## src/sv/rloc_pkg.sv

```systemverilog
// Package for the rectangle layout overlap checker: widths, codes and types.
`default_nettype none
package rloc_pkg;
	localparam int MAX_RECTS_DEF = 32;
	localparam int MAX_ISSUES_DEF = 64;
	localparam int CQ_DEPTH = 2;

	localparam logic [8:0] DISP_W_RST = 9'd128;
	localparam logic [8:0] DISP_H_RST = 9'd64;

	typedef enum logic [1:0] {
		KIND_NONE    = 2'd0,
		KIND_BOUNDS  = 2'd1,
		KIND_NESTING = 2'd2,
		KIND_OVERLAP = 2'd3
	} kind_t;

	localparam logic CMD_CLEAR = 1'b0;
	localparam logic CMD_ADD   = 1'b1;
	localparam logic CFG_DISP_W = 1'b0;
	localparam logic CFG_DISP_H = 1'b1;

	typedef struct packed {
		logic       command;
		logic [7:0] rect_x;
		logic [7:0] rect_y;
		logic [7:0] rect_width;
		logic [7:0] rect_height;
		logic [7:0] parent_index;
		logic       may_overlap;
	} cmd_t;

	typedef struct packed {
		logic [5:0] new_index;
		kind_t      issue_kind;
		logic [7:0] other_index;
		logic       last_result;
	} res_t;

	typedef enum logic [2:0] {
		ST_IDLE,
		ST_BOUNDS,
		ST_NEST,
		ST_CAND,
		ST_WALK,
		ST_DONE
	} state_t;
endpackage
`default_nettype wire

```

## src/sv/rect_layout_overlap_checker_top.sv

```systemverilog
// Top level of the rectangle layout overlap checker.
`default_nettype none
// The back end works on one command at a time while a two-entry queue takes new
// transactions. A clear, or an add to a full table, skips the scan. An add reads
// each earlier rectangle from the single-read-port table, plus an ancestor walk for
// each intersecting pair that is not exempt while the issue count is below capacity
// (at least one step, at most the chain depth in each direction). Most steps also
// stall while a result waits on m_axis_tready.
module rect_layout_overlap_checker_top
	import rloc_pkg::*;
#(
	parameter int MAX_RECTS = MAX_RECTS_DEF,
	parameter int MAX_ISSUES = MAX_ISSUES_DEF
) (
	input  wire        clk,
	input  wire        arst_n,
	input  wire        cfg_we,
	input  wire        cfg_index,
	input  wire  [8:0] cfg_data,
	input  wire        s_axis_tvalid,
	output logic       s_axis_tready,
	input  wire  [39:0] s_axis_tdata, // rect_x, rect_y, rect_width, rect_height, parent_index
	input  wire  [1:0]  s_axis_tuser, // command, may_overlap
	output logic       m_axis_tvalid,
	input  wire        m_axis_tready,
	output logic [15:0] m_axis_tdata, // new_index, other_index, zero pad
	output logic [1:0]  m_axis_tuser, // issue_kind
	output logic       m_axis_tlast
);
	logic [8:0] dw_q, dh_q;
	always_ff @(posedge clk or negedge arst_n) begin
		if (!arst_n) begin
			dw_q <= DISP_W_RST; dh_q <= DISP_H_RST;
		end else if (cfg_we) begin
			if (cfg_index == CFG_DISP_W) dw_q <= cfg_data;
			else dh_q <= cfg_data;
		end
	end

	cmd_t in_cmd, q_cmd;
	res_t res;
	logic q_valid, q_pop;
	assign in_cmd = '{command: s_axis_tuser[0], rect_x: s_axis_tdata[7:0],
		rect_y: s_axis_tdata[15:8], rect_width: s_axis_tdata[23:16],
		rect_height: s_axis_tdata[31:24], parent_index: s_axis_tdata[39:32],
		may_overlap: s_axis_tuser[1]};

	rloc_front u_front (.clk, .arst_n, .in_valid(s_axis_tvalid), .in_ready(s_axis_tready),
		.in_cmd, .q_valid, .q_pop, .q_cmd);

	rloc_back #(.MAX_RECTS(MAX_RECTS), .MAX_ISSUES(MAX_ISSUES)) u_back (.clk, .arst_n,
		.disp_w(dw_q), .disp_h(dh_q), .q_valid, .q_pop, .q_cmd,
		.o_valid(m_axis_tvalid), .o_ready(m_axis_tready), .o_res(res));

	assign m_axis_tdata = {2'b00, res.other_index, res.new_index};
	assign m_axis_tuser = res.issue_kind;
	assign m_axis_tlast = res.last_result;

	a_hold: assert property (@(posedge clk) disable iff (!arst_n)
		m_axis_tvalid && !m_axis_tready |=> m_axis_tvalid && $stable(m_axis_tdata) &&
		$stable(m_axis_tuser) && $stable(m_axis_tlast))
		else $error("result changed while stalled");
	a_kind: assert property (@(posedge clk) disable iff (!arst_n)
		m_axis_tvalid && m_axis_tuser == KIND_BOUNDS |-> m_axis_tdata[13:6] == 8'hFF)
		else $error("bounds issue with other index");
	a_none_last: assert property (@(posedge clk) disable iff (!arst_n)
		m_axis_tvalid && m_axis_tuser == KIND_NONE |-> m_axis_tlast)
		else $error("no-issue result not marked last");
endmodule
`default_nettype wire

```

## src/sv/rloc_front.sv

```systemverilog
// Front end: accepts command transactions into a short queue.
`default_nettype none
module rloc_front
	import rloc_pkg::*;
(
	input  wire  clk,
	input  wire  arst_n,
	input  wire  in_valid,
	output logic in_ready,
	input  cmd_t in_cmd,
	output logic q_valid,
	input  wire  q_pop,
	output cmd_t q_cmd
);
	localparam int PW = $clog2(CQ_DEPTH);
	cmd_t mem_q [CQ_DEPTH];
	logic [PW-1:0] wp_q, rp_q;
	logic [PW:0] cnt_q;

	assign in_ready = (cnt_q != (PW+1)'(CQ_DEPTH));
	assign q_valid  = (cnt_q != '0);
	assign q_cmd    = mem_q[rp_q];

	always_ff @(posedge clk) begin
		if (in_valid && in_ready) mem_q[wp_q] <= in_cmd;
	end

	always_ff @(posedge clk or negedge arst_n) begin
		if (!arst_n) begin
			wp_q <= '0; rp_q <= '0; cnt_q <= '0;
		end else begin
			if (in_valid && in_ready) wp_q <= wp_q + 1'b1;
			if (q_pop) rp_q <= rp_q + 1'b1;
			cnt_q <= cnt_q + (PW+1)'(in_valid && in_ready) - (PW+1)'(q_pop);
		end
	end
endmodule
`default_nettype wire

```

## src/sv/rloc_back.sv

```systemverilog
// Back end: stores rectangles, scans earlier entries and emits issue results.
`default_nettype none
module rloc_back
	import rloc_pkg::*;
#(
	parameter int MAX_RECTS = MAX_RECTS_DEF,
	parameter int MAX_ISSUES = MAX_ISSUES_DEF
) (
	input  wire        clk,
	input  wire        arst_n,
	input  wire  [8:0] disp_w,
	input  wire  [8:0] disp_h,
	input  wire        q_valid,
	output logic       q_pop,
	input  cmd_t       q_cmd,
	output logic       o_valid,
	input  wire        o_ready,
	output res_t       o_res
);
	localparam int IW = $clog2(MAX_RECTS);
	localparam int CW = IW + 1;

	// table entry: x y w h parent ok
	logic [40:0] tab_q [MAX_RECTS];
	logic [40:0] rd_q;
	logic [IW-1:0] rd_addr;
	logic rd_en;

	state_t st_q, st_d;
	cmd_t cur_q;
	logic [CW-1:0] cnt_q;
	logic [IW-1:0] me_q, k_q, node_q;
	logic [5:0] new_q;
	logic dir_q;          // 0: does me descend from k, 1: does k descend from me
	logic [6:0] iss_q;
	// newest issue waits here until it is known whether it is the last one
	logic hold_q;
	res_t hold_res_q;
	logic pend_q;
	res_t pend_res_q;

	logic issue_en;
	kind_t issue_kind;
	logic [7:0] issue_other;
	logic done_push;
	logic out_push;
	res_t out_res;

	wire [8:0] rx = {1'b0, cur_q.rect_x};
	wire [8:0] ry = {1'b0, cur_q.rect_y};
	wire [8:0] rw = {1'b0, cur_q.rect_width};
	wire [8:0] rh = {1'b0, cur_q.rect_height};
	wire [8:0] ox = {1'b0, rd_q[40:33]};
	wire [8:0] oy = {1'b0, rd_q[32:25]};
	wire [8:0] ow = {1'b0, rd_q[24:17]};
	wire [8:0] oh = {1'b0, rd_q[16:9]};
	wire signed [7:0] opar = rd_q[8:1];
	wire signed [7:0] ppar = cur_q.parent_index;

	wire out_free = !pend_q || o_ready;
	wire cap_ok = (iss_q < 7'(MAX_ISSUES));

	wire bounds_bad = (rx + rw > disp_w) || (ry + rh > disp_h);
	wire par_fwd = (ppar >= $signed(8'(me_q)));
	wire holds = rx >= ox && ry >= oy && rx + rw <= ox + ow && ry + rh <= oy + oh;
	wire hit = rw != 0 && rh != 0 && ow != 0 && oh != 0 &&
		rx < ox + ow && ox < rx + rw && ry < oy + oh && oy < ry + rh;
	wire cand_ok = hit && !cur_q.may_overlap && !rd_q[0];

	// walk: node entry in rd_q, target anc
	wire [IW-1:0] anc = dir_q ? me_q : k_q;
	wire walk_hit = (opar == $signed(8'(anc)));
	wire walk_stop = opar[7] || (opar >= $signed(8'(node_q)));

	always_comb begin
		st_d = st_q;
		case (st_q)
			ST_IDLE: if (q_valid) begin
				if (q_cmd.command == CMD_CLEAR || cnt_q == CW'(MAX_RECTS)) st_d = ST_DONE;
				else st_d = ST_BOUNDS;
			end
			ST_BOUNDS: if (out_free) st_d = ST_NEST;
			ST_NEST:   if (out_free) st_d = ST_CAND;
			ST_CAND: begin
				if (k_q == me_q) st_d = ST_DONE;
				else if (cand_ok && cap_ok) st_d = ST_WALK;
			end
			ST_WALK: if (out_free && (walk_hit || (walk_stop && dir_q))) st_d = ST_CAND;
			ST_DONE: if (out_free) st_d = ST_IDLE;
			default: st_d = ST_IDLE;
		endcase
	end

	// rd_q holds the parent in NEST, entry k in CAND, the walked node in WALK
	always_comb begin
		q_pop = 1'b0;
		rd_en = 1'b0; rd_addr = k_q;
		issue_en = 1'b0; issue_kind = KIND_NONE; issue_other = 8'hFF;
		case (st_q)
			ST_IDLE: q_pop = q_valid;
			ST_BOUNDS: if (out_free) begin
				issue_en = bounds_bad && cap_ok; issue_kind = KIND_BOUNDS;
				rd_en = 1'b1; rd_addr = cur_q.parent_index[IW-1:0];
			end
			ST_NEST: if (out_free) begin
				issue_en = !ppar[7] && (par_fwd || !holds) && cap_ok;
				issue_kind = KIND_NESTING; issue_other = cur_q.parent_index;
				rd_en = 1'b1; rd_addr = '0;
			end
			ST_CAND: if (k_q != me_q) begin
				rd_en = 1'b1;
				if (cand_ok && cap_ok) rd_addr = me_q;
				else rd_addr = k_q + 1'b1;
			end
			ST_WALK: if (out_free) begin
				rd_en = 1'b1;
				if (walk_hit || (walk_stop && dir_q)) begin
					rd_addr = k_q + 1'b1;
					issue_en = !walk_hit; issue_kind = KIND_OVERLAP;
					issue_other = 8'(k_q);
				end else if (walk_stop) rd_addr = k_q;
				else rd_addr = opar[IW-1:0];
			end
			default: ;
		endcase
	end

	assign done_push = (st_q == ST_DONE) && out_free;
	assign out_push = done_push || (issue_en && hold_q);

	always_comb begin
		out_res = hold_res_q;
		if (done_push) begin
			if (hold_q) out_res.last_result = 1'b1;
			else out_res = '{new_index: new_q, issue_kind: KIND_NONE, other_index: 8'hFF,
				last_result: 1'b1};
		end
	end

	always_ff @(posedge clk) begin
		if (q_pop && q_cmd.command == CMD_ADD && cnt_q != CW'(MAX_RECTS))
			tab_q[cnt_q[IW-1:0]] <= {q_cmd.rect_x, q_cmd.rect_y, q_cmd.rect_width,
				q_cmd.rect_height, q_cmd.parent_index, q_cmd.may_overlap};
		if (rd_en) rd_q <= tab_q[rd_addr];
	end

	always_ff @(posedge clk or negedge arst_n) begin
		if (!arst_n) begin
			st_q <= ST_IDLE; cnt_q <= '0; iss_q <= '0; pend_q <= 1'b0;
			k_q <= '0; me_q <= '0; node_q <= '0; dir_q <= 1'b0; new_q <= 6'h3F;
			cur_q <= '0; pend_res_q <= '0; hold_q <= 1'b0; hold_res_q <= '0;
		end else begin
			st_q <= st_d;
			if (out_push) begin
				pend_q <= 1'b1;
				pend_res_q <= out_res;
			end else if (o_ready) pend_q <= 1'b0;
			if (issue_en) begin
				hold_q <= 1'b1;
				hold_res_q <= '{new_index: new_q, issue_kind: issue_kind,
					other_index: issue_other, last_result: 1'b0};
				iss_q <= iss_q + 7'd1;
			end else if (done_push) hold_q <= 1'b0;
			case (st_q)
				ST_IDLE: if (q_pop) begin
					cur_q <= q_cmd; k_q <= '0;
					me_q <= cnt_q[IW-1:0];
					if (q_cmd.command == CMD_CLEAR) begin
						cnt_q <= '0; iss_q <= '0; new_q <= 6'h3F;
					end else if (cnt_q != CW'(MAX_RECTS)) begin
						cnt_q <= cnt_q + 1'b1; new_q <= 6'(cnt_q[IW-1:0]);
					end else new_q <= 6'h3F;
				end
				ST_CAND: if (k_q != me_q) begin
					if (cand_ok && cap_ok) begin
						dir_q <= 1'b0; node_q <= me_q;
					end else k_q <= k_q + 1'b1;
				end
				ST_WALK: if (out_free) begin
					if (walk_hit || (walk_stop && dir_q)) k_q <= k_q + 1'b1;
					else if (walk_stop) begin
						dir_q <= 1'b1; node_q <= k_q;
					end else node_q <= opar[IW-1:0];
				end
				default: ;
			endcase
		end
	end

	assign o_valid = pend_q;
	assign o_res = pend_res_q;
endmodule
`default_nettype wire

```

## config.mk

```make
export PLATFORM = sky130hd
export DESIGN_NAME = rect_layout_overlap_checker_top
export DESIGN_NICKNAME = d
export VERILOG_FILES = /design/src/sv/rloc_pkg.sv /design/src/sv/rect_layout_overlap_checker_top.sv /design/src/sv/rloc_front.sv /design/src/sv/rloc_back.sv
export SDC_FILE = /design/constraint.sdc
export NUM_CORES = 2
export LEC_CHECK = 0
export BUFFER_PORTS_ARGS = -buffer_cell sky130_fd_sc_hd__buf_2
export CORE_MARGIN = 5
export CORE_UTILIZATION = 55
export CTS_BUF_LIST = sky130_fd_sc_hd__clkbuf_4
export DETAILED_ROUTE_END_ITERATION = 8
export PLACE_DENSITY = 0.71
export SYNTH_ARGS = -nofsm -noshare
export SYNTH_HDL_FRONTEND = slang
export SYNTH_SLANG_ARGS = --single-unit
export TNS_END_PERCENT = 30
```

## constraint.sdc

```tcl
create_clock -name clk -period 7.1 [get_ports clk]
set_input_delay 0.71 -clock clk [delete_from_list [all_inputs] [get_ports clk]]
set_output_delay 0.71 -clock clk [all_outputs]
set_load 0.02 [all_outputs]
```

### After elaboration in Yosys (flattened, before gate mapping)

Memory sizes are Yosys's and may differ from the RTL's. A register that Yosys moved wholly into a read port is not among the register bits.
Index checks and enable logic that the tools add are counted.

* word-level logic and storage cells: 208
* memories: 2
* input bits: 57
* RAM bits: 1396
* bits in registers: 136

* order comparisons: 13
* bitwise gates (word level): 2
* reduce and logical (&&, ||, !) cells: 55
* eq/ne operators: 26
* multiplexer cells: 71
* add/subtract/negate cells: 11

Memories
* u_back.tab_q: depth 32, bits a word 41, read ports 1, clocked after memory_dff 1, write ports 1, line rloc_back.sv:24 `logic [40:0] tab_q [MAX_RECTS];`
* u_front.mem_q: depth 2, bits a word 42, read ports 1, clocked after memory_dff 0, write ports 1, line rloc_front.sv:16 `cmd_t mem_q [CQ_DEPTH];`

Operators with widths (number)
* $mux W5: 17
* $add A8 B8 Y9: 4
* $lt A8 B9 Y1: 4
* $reduce_bool A9 Y1: 4
* $mux W7: 4
* $mux W3: 8
* $mux W6: 4
* $mux W8: 3
* $logic_and A1 B1 Y1: 23
* $ne A2 B1 Y1 const B: 11
* $mux W1: 21
* $pmux W5 S4: 1
* $gt A9 B9 Y1: 2
* $le A9 B9 Y1: 2
* $pmux W3 S6: 1
* $reduce_and A6 Y1: 3
* $mux W17: 1
* $ge A8 B6 Y1: 2
* $ge A8 B8 Y1: 2
* $mux W16: 1
* $pmux W8 S2: 1
* $pmux W5 S3: 1
* $pmux W5 S2: 1
* $eq A8 B6 Y1: 1
* other kinds (30): 56

### Logic depth before layout (Yosys ltp)

* depth after elaboration: 14
* depth in mapped cells: 25

### Cells and area by module

From an unflattened synthesis, not the netlist that was laid out.

* cells, all modules: 4453
* area, all modules: 65338.9 um^2

Modules (own cells, without submodules)
* rloc_back: cells each 4263, times used 1, area each 61230.0 um^2
* rloc_front: cells each 148, times used 1, area each 3403.3 um^2
* rect_layout_overlap_checker_top: cells each 42, times used 1, area each 705.7 um^2

### Worst setup path before layout

Ideal clock, no wire load.

* path type: reg2reg
* start: register u_back.cur_q[9] (netlist bit)
* end: register u_back.rd_q[39] (read register of u_back.tab_q) (data pin)
* clock period less this slack: 5.029 ns
* data arrival time: 4.769 ns
* data required time: 6.840 ns
* setup time: 0.260 ns
* setup slack: 2.071 ns
* stages on the path, launching flop included: 23
* cell sequence: dfrtp_1 > ha_1 > fa_1 > a21oi_1 > nor2_1 > a311o_1 > xor2_1 > inv_1 > ha_1 > or3_1 > a31oi_1 > o31a_1 > a311o_1 > o221ai_1 > nor2_2 > mux2i_1 > a221o_1 > o21a_1 > or4_1 > clkbuf_1 > clkbuf_1 > a41oi_1 > nor4_1

* cells in the longest elaborated chain, start to end: 14

RTL lines
* from (decl): line rloc_back.sv:30 `cmd_t cur_q;`
* from (signal assigned): line rloc_back.sv:151 `cur_q <= '0; pend_res_q <= '0; hold_q <= 1'b0; hold_res_q <= '0;`
* from (signal assigned): line rloc_back.sv:166 `cur_q <= q_cmd; k_q <= '0;`
* parallel branches: the longest is 7 deep, another holds $add A8 B8 Y9
* $logic_and A1 B1 Y1 (*): line rloc_back.sv:67 `rx < ox + ow && ox < rx + rw && ry < oy + oh && oy < ry + rh;`
* $logic_and A1 B1 Y1 (*) (2 in series): line rloc_back.sv:68 `wire cand_ok = hit && !cur_q.may_overlap && !rd_q[0];`
* $logic_and A1 B1 Y1 (*): line rloc_back.sv:112 `if (cand_ok && cap_ok) rd_addr = me_q;`
* $mux W5 (*): line rloc_back.sv:112
* $mux W5 (*): line rloc_back.sv:110 `ST_CAND: if (k_q != me_q) begin`
* $pmux W5 S4 (*): line rloc_back.sv:99 `case (st_q)`
* to (decl): line rloc_back.sv:25 `logic [40:0] rd_q;`

Mark *: on every way between the ends.
A chain may end at the register's enable or synchronous reset.

### Worst setup path in the final report

* start: register u_back.rd_q[17] (read register of u_back.tab_q)
* end: register u_back.rd_q[33] (read register of u_back.tab_q) (data pin)

* cells in the longest elaborated chain, start to end: 13

RTL lines
* parallel branches: the longest is 3 deep, another holds $add A8 B8 Y9
* $logic_and A1 B1 Y1 (*): line rloc_back.sv:66 `wire hit = rw != 0 && rh != 0 && ow != 0 && oh != 0 &&`
* $logic_and A1 B1 Y1 (*) (3 in series): line rloc_back.sv:67
* $logic_and A1 B1 Y1 (*) (2 in series): line rloc_back.sv:68
* $logic_and A1 B1 Y1 (*): line rloc_back.sv:112
* $mux W5 (*): line rloc_back.sv:112
* $mux W5 (*): line rloc_back.sv:110
* $pmux W5 S4 (*): line rloc_back.sv:99

Marked as above.

==> results_dict.tcl <==
set metrics [dict create \
    status "finished, final reports clean" \
    met1_length_um 73400 \
    vias_per_cell 6.235 \
    crit_path_start_kind "flip-flop" \
    arrival_ps 7950 \
    gp_congestion 0.9190 \
    synth.largest_area_cell "edfxtp_1" \
    fill_cells 8747 \
    die_w_um 353.7 \
    startpoint "u_back.rd_q[17]" \
    setup_viol_count_final 0 \
    dr.max_layer_used "met4" \
    final_common_cell "edfxtp_1" \
    ys_warn_count 0 \
    worstSkewPairLatency_ps 1340 \
    synth_seq_cells 1573 \
    synth_area_leaders "edfxtp_1, nand2_1, dfrtp_1" \
    holdCritPathClass "in -> reg" \
    fin_tns_setup_ps 0 \
    area_delta_synth_final_pct 13.92 \
    fin_crit_ps 6902 \
    synth_cell_types 77 \
    netlist_area_mm2 0.06498 \
    clockBufferDepth 4 \
    drive_gt1_share_pct 17.52 \
    cts_buffers 409 \
    die_h_um 353.7 \
    stdcell_area_mm2 0.07403 \
    worst_pin_slew_ps 1283 \
    grt_pass1_vias 42740 \
    syn_area_per_cell_um2 13.38 \
    endpoint "u_back.rd_q[33]" \
    reg2reg_to "u_back.rd_q[33]" \
    pin_count 78 \
    rsz0062_at_grt "false" \
    syn_inst 4855 \
    initial_core_util_pct 55.18 \
    power_density_mw_per_mm2 539.1 \
    slew-limit-headroom_pct 14.27 \
    overflow 0 \
    dieArea_mm2 0.1251 \
    vias 44480 \
    grt_pass1_wl_um 274600 \
    finalNetCount 5497 \
    cts.clk_slew.worst_paths_ps 70 \
    first_pass_iters 7 \
    total_power_mw 39.91 \
    portBuffers 75 \
    drt_iter0_drc 6274 \
    final_cell_mix "edfxtp_1, nand2_1, clkbuf_4" \
    cts_root_buffer "clkbuf_4" \
    ys_async_sr_fraction_pct 8.646 \
    wl_um 187700 \
    finalHoldViolCount 0 \
    end_kind "flip-flop" \
    rr_startpoint "u_back.rd_q[17]" \
    ir_worst_vdd_uv 690.0 \
    synth_edf_count 1437 \
    ant_nets 0 \
    path_class "reg -> reg" \
    reg2reg_depth 20 \
    dr_wl_met3_um 24660 \
    fmax_mhz 144.9 \
    fin_skew_ps 100.9 \
    fp.coreArea_mm2 0.1178 \
    hpwl_um 107100 \
    leakagePower_nw 26.42 \
    wl_met2_um 83310 \
    regArea_mm2 0.04657 \
    dpl_cell_area_mm2 0.06819 \
    cts_tree "yes" \
    rows 126 \
    cts_htree_levels 5 \
    critPathMaxFanout 37 \
    multi_input_area_mm2 0.01725 \
    rrSetupSlack_ps 200 \
    synth.top_cell.area_share_pct 66.40 \
    remaining_drc_errors 0 \
    synth_ff_type "edfxtp_1" \
    antenna_found_initial 5 \
    required_ps 8150 \
    instances_no_fill 7133 \
    yosysSeqAreaShare_pct 71.66 \
    placedCellCount 6338 \
    wl_per_cell_um 26.31 \
    grt_max_degree 101 \
    drv_slew 0 \
    grt_usage_pct 29.51 \
    period_share_pct 97.22 \
    numClockSinks 1573 \
    cap_violations 0 \
]
-- flip-flops by register name (all words and copies together), names as in the netlist, 2 cells and up --
name	cells
u_back.st_q	3
u_back.me_q	5
u_back.node_q	5
u_back.hold_res_q	16
u_back.k_q	5
u_front.cnt_q	2
u_back.cnt_q	6
dw_q	9
dh_q	9
u_back.iss_q	7
u_back.rd_q	41
u_back.new_q	6
u_back.tab_q	1312
u_back.cur_q	33
u_back.o_res	17
u_back.ppar	8
u_front.mem_q	84
-- what timing repair did --
action,CTS,global route
buffers inserted,0,3
pin swaps,0,1
hold endpoints to repair,184,0
endpoints found under the setup margin,1,3
resized for setup,1,3
hold buffers,90,0
-- how the worst min path moves through the flow --
stage                                start              endpoint  slack (ps)  depth (start not counted)
final                      s_axis_tdata[2]  u_front.mem_q[0][35]         140                          2
after global routing       s_axis_tdata[2]  u_front.mem_q[0][35]          -7                          2
after CTS                 s_axis_tdata[27]  u_front.mem_q[0][12]         0.8                          2
after detailed placement   u_back.o_res[0]       u_back.o_res[0]         470                          1
after global placement     u_back.o_res[0]       u_back.o_res[0]         460                          1
after floorplan                     arst_n               dh_q[0]         410                          0
-- power breakdown --
| part | leakage, nW | switching (mW) | total (mW) | internal, mW |
|---|---|---|---|---|
| clock network | 2.87 | 3.59 | 7.39 | 3.80 |
| registers | 14.6 | 0.750 | 12.8 | 12.0 |
| logic | 8.95 | 13.0 | 19.8 | 6.73 |
| total | 26.4 | 17.4 | 39.9 | 22.5 |
-- layer usage --
metal | track usage, % | vias up
met5 | 0 | -
met4 | 10.92 | 0
met3 | 8.799 | 421
met2 | 43.76 | 2905
met1 | 41.78 | 21680
li1 | - | 19480
-- cell type report --
| cell class | count | share of cell area (%) |
|---|---|---|
| inverter | 87 | 0.4411 |
| sequential | 1573 | 62.91 |
| clock buffer | 566 | 5.740 |
| antenna | 16 | 0.05409 |
| clock inverter | 120 | 0.7792 |
| timing repair buffer | 339 | 4.180 |
| tap | 1536 | 2.596 |
| multi-input combinational | 2896 | 23.30 |
-- metrics by stage --
step                hold slack (ps)  setup slack [ps]  util [%]
floorplan                     414.4              2071         -
global route                 -7.353             3.345     62.85
global placement              458.8            -364.3     57.91
CTS                          0.8474             25.48     62.79
detailed placement            466.9            -330.9     57.91
finish                        140.3             197.7     62.86
-- worst max-delay path, cell delays in order, from the launching register on --
cell and delay (ps):
edfxtp_1 600, ha_1 330, fa_1 410, a21o_1 210
a31o_2 280, a21oi_1 180, xor2_1 280, ha_1 300
o21ai_0 80, nor2_1 60, o41ai_1 310, o221ai_1 320
nor2_2 440, mux2i_1 220, o2bb2ai_4 440, nor2_4 640
buf_4 440, nand3_1 110, a41oi_1 670, nor4_1 100
buf_4 160
-- synthesized netlist by cell type (59+ instances only) --
master and instances:
nand2_1 1099, a31oi_1 214, edfxtp_1 1437, mux2_2 59, clkbuf_1 225, and3_1 168
nand3_1 263, o21ai_0 67, ha_1 130, a211oi_1 172, mux2i_1 63, buf_2 60
a21oi_1 59, dfrtp_1 128, nor2_1 105, o22ai_1 86, inv_1 87
-- logic make-up after synthesis --
family	share of synthesized area, %
compound gates	8.765
flops	71.66
xor+xnor	0.5930
simple gates	11.98
mux	1.993
other cells	0.005771
buf+inv	2.380
fa+ha+maj	2.626
Power figures use the tool's default switching activity.
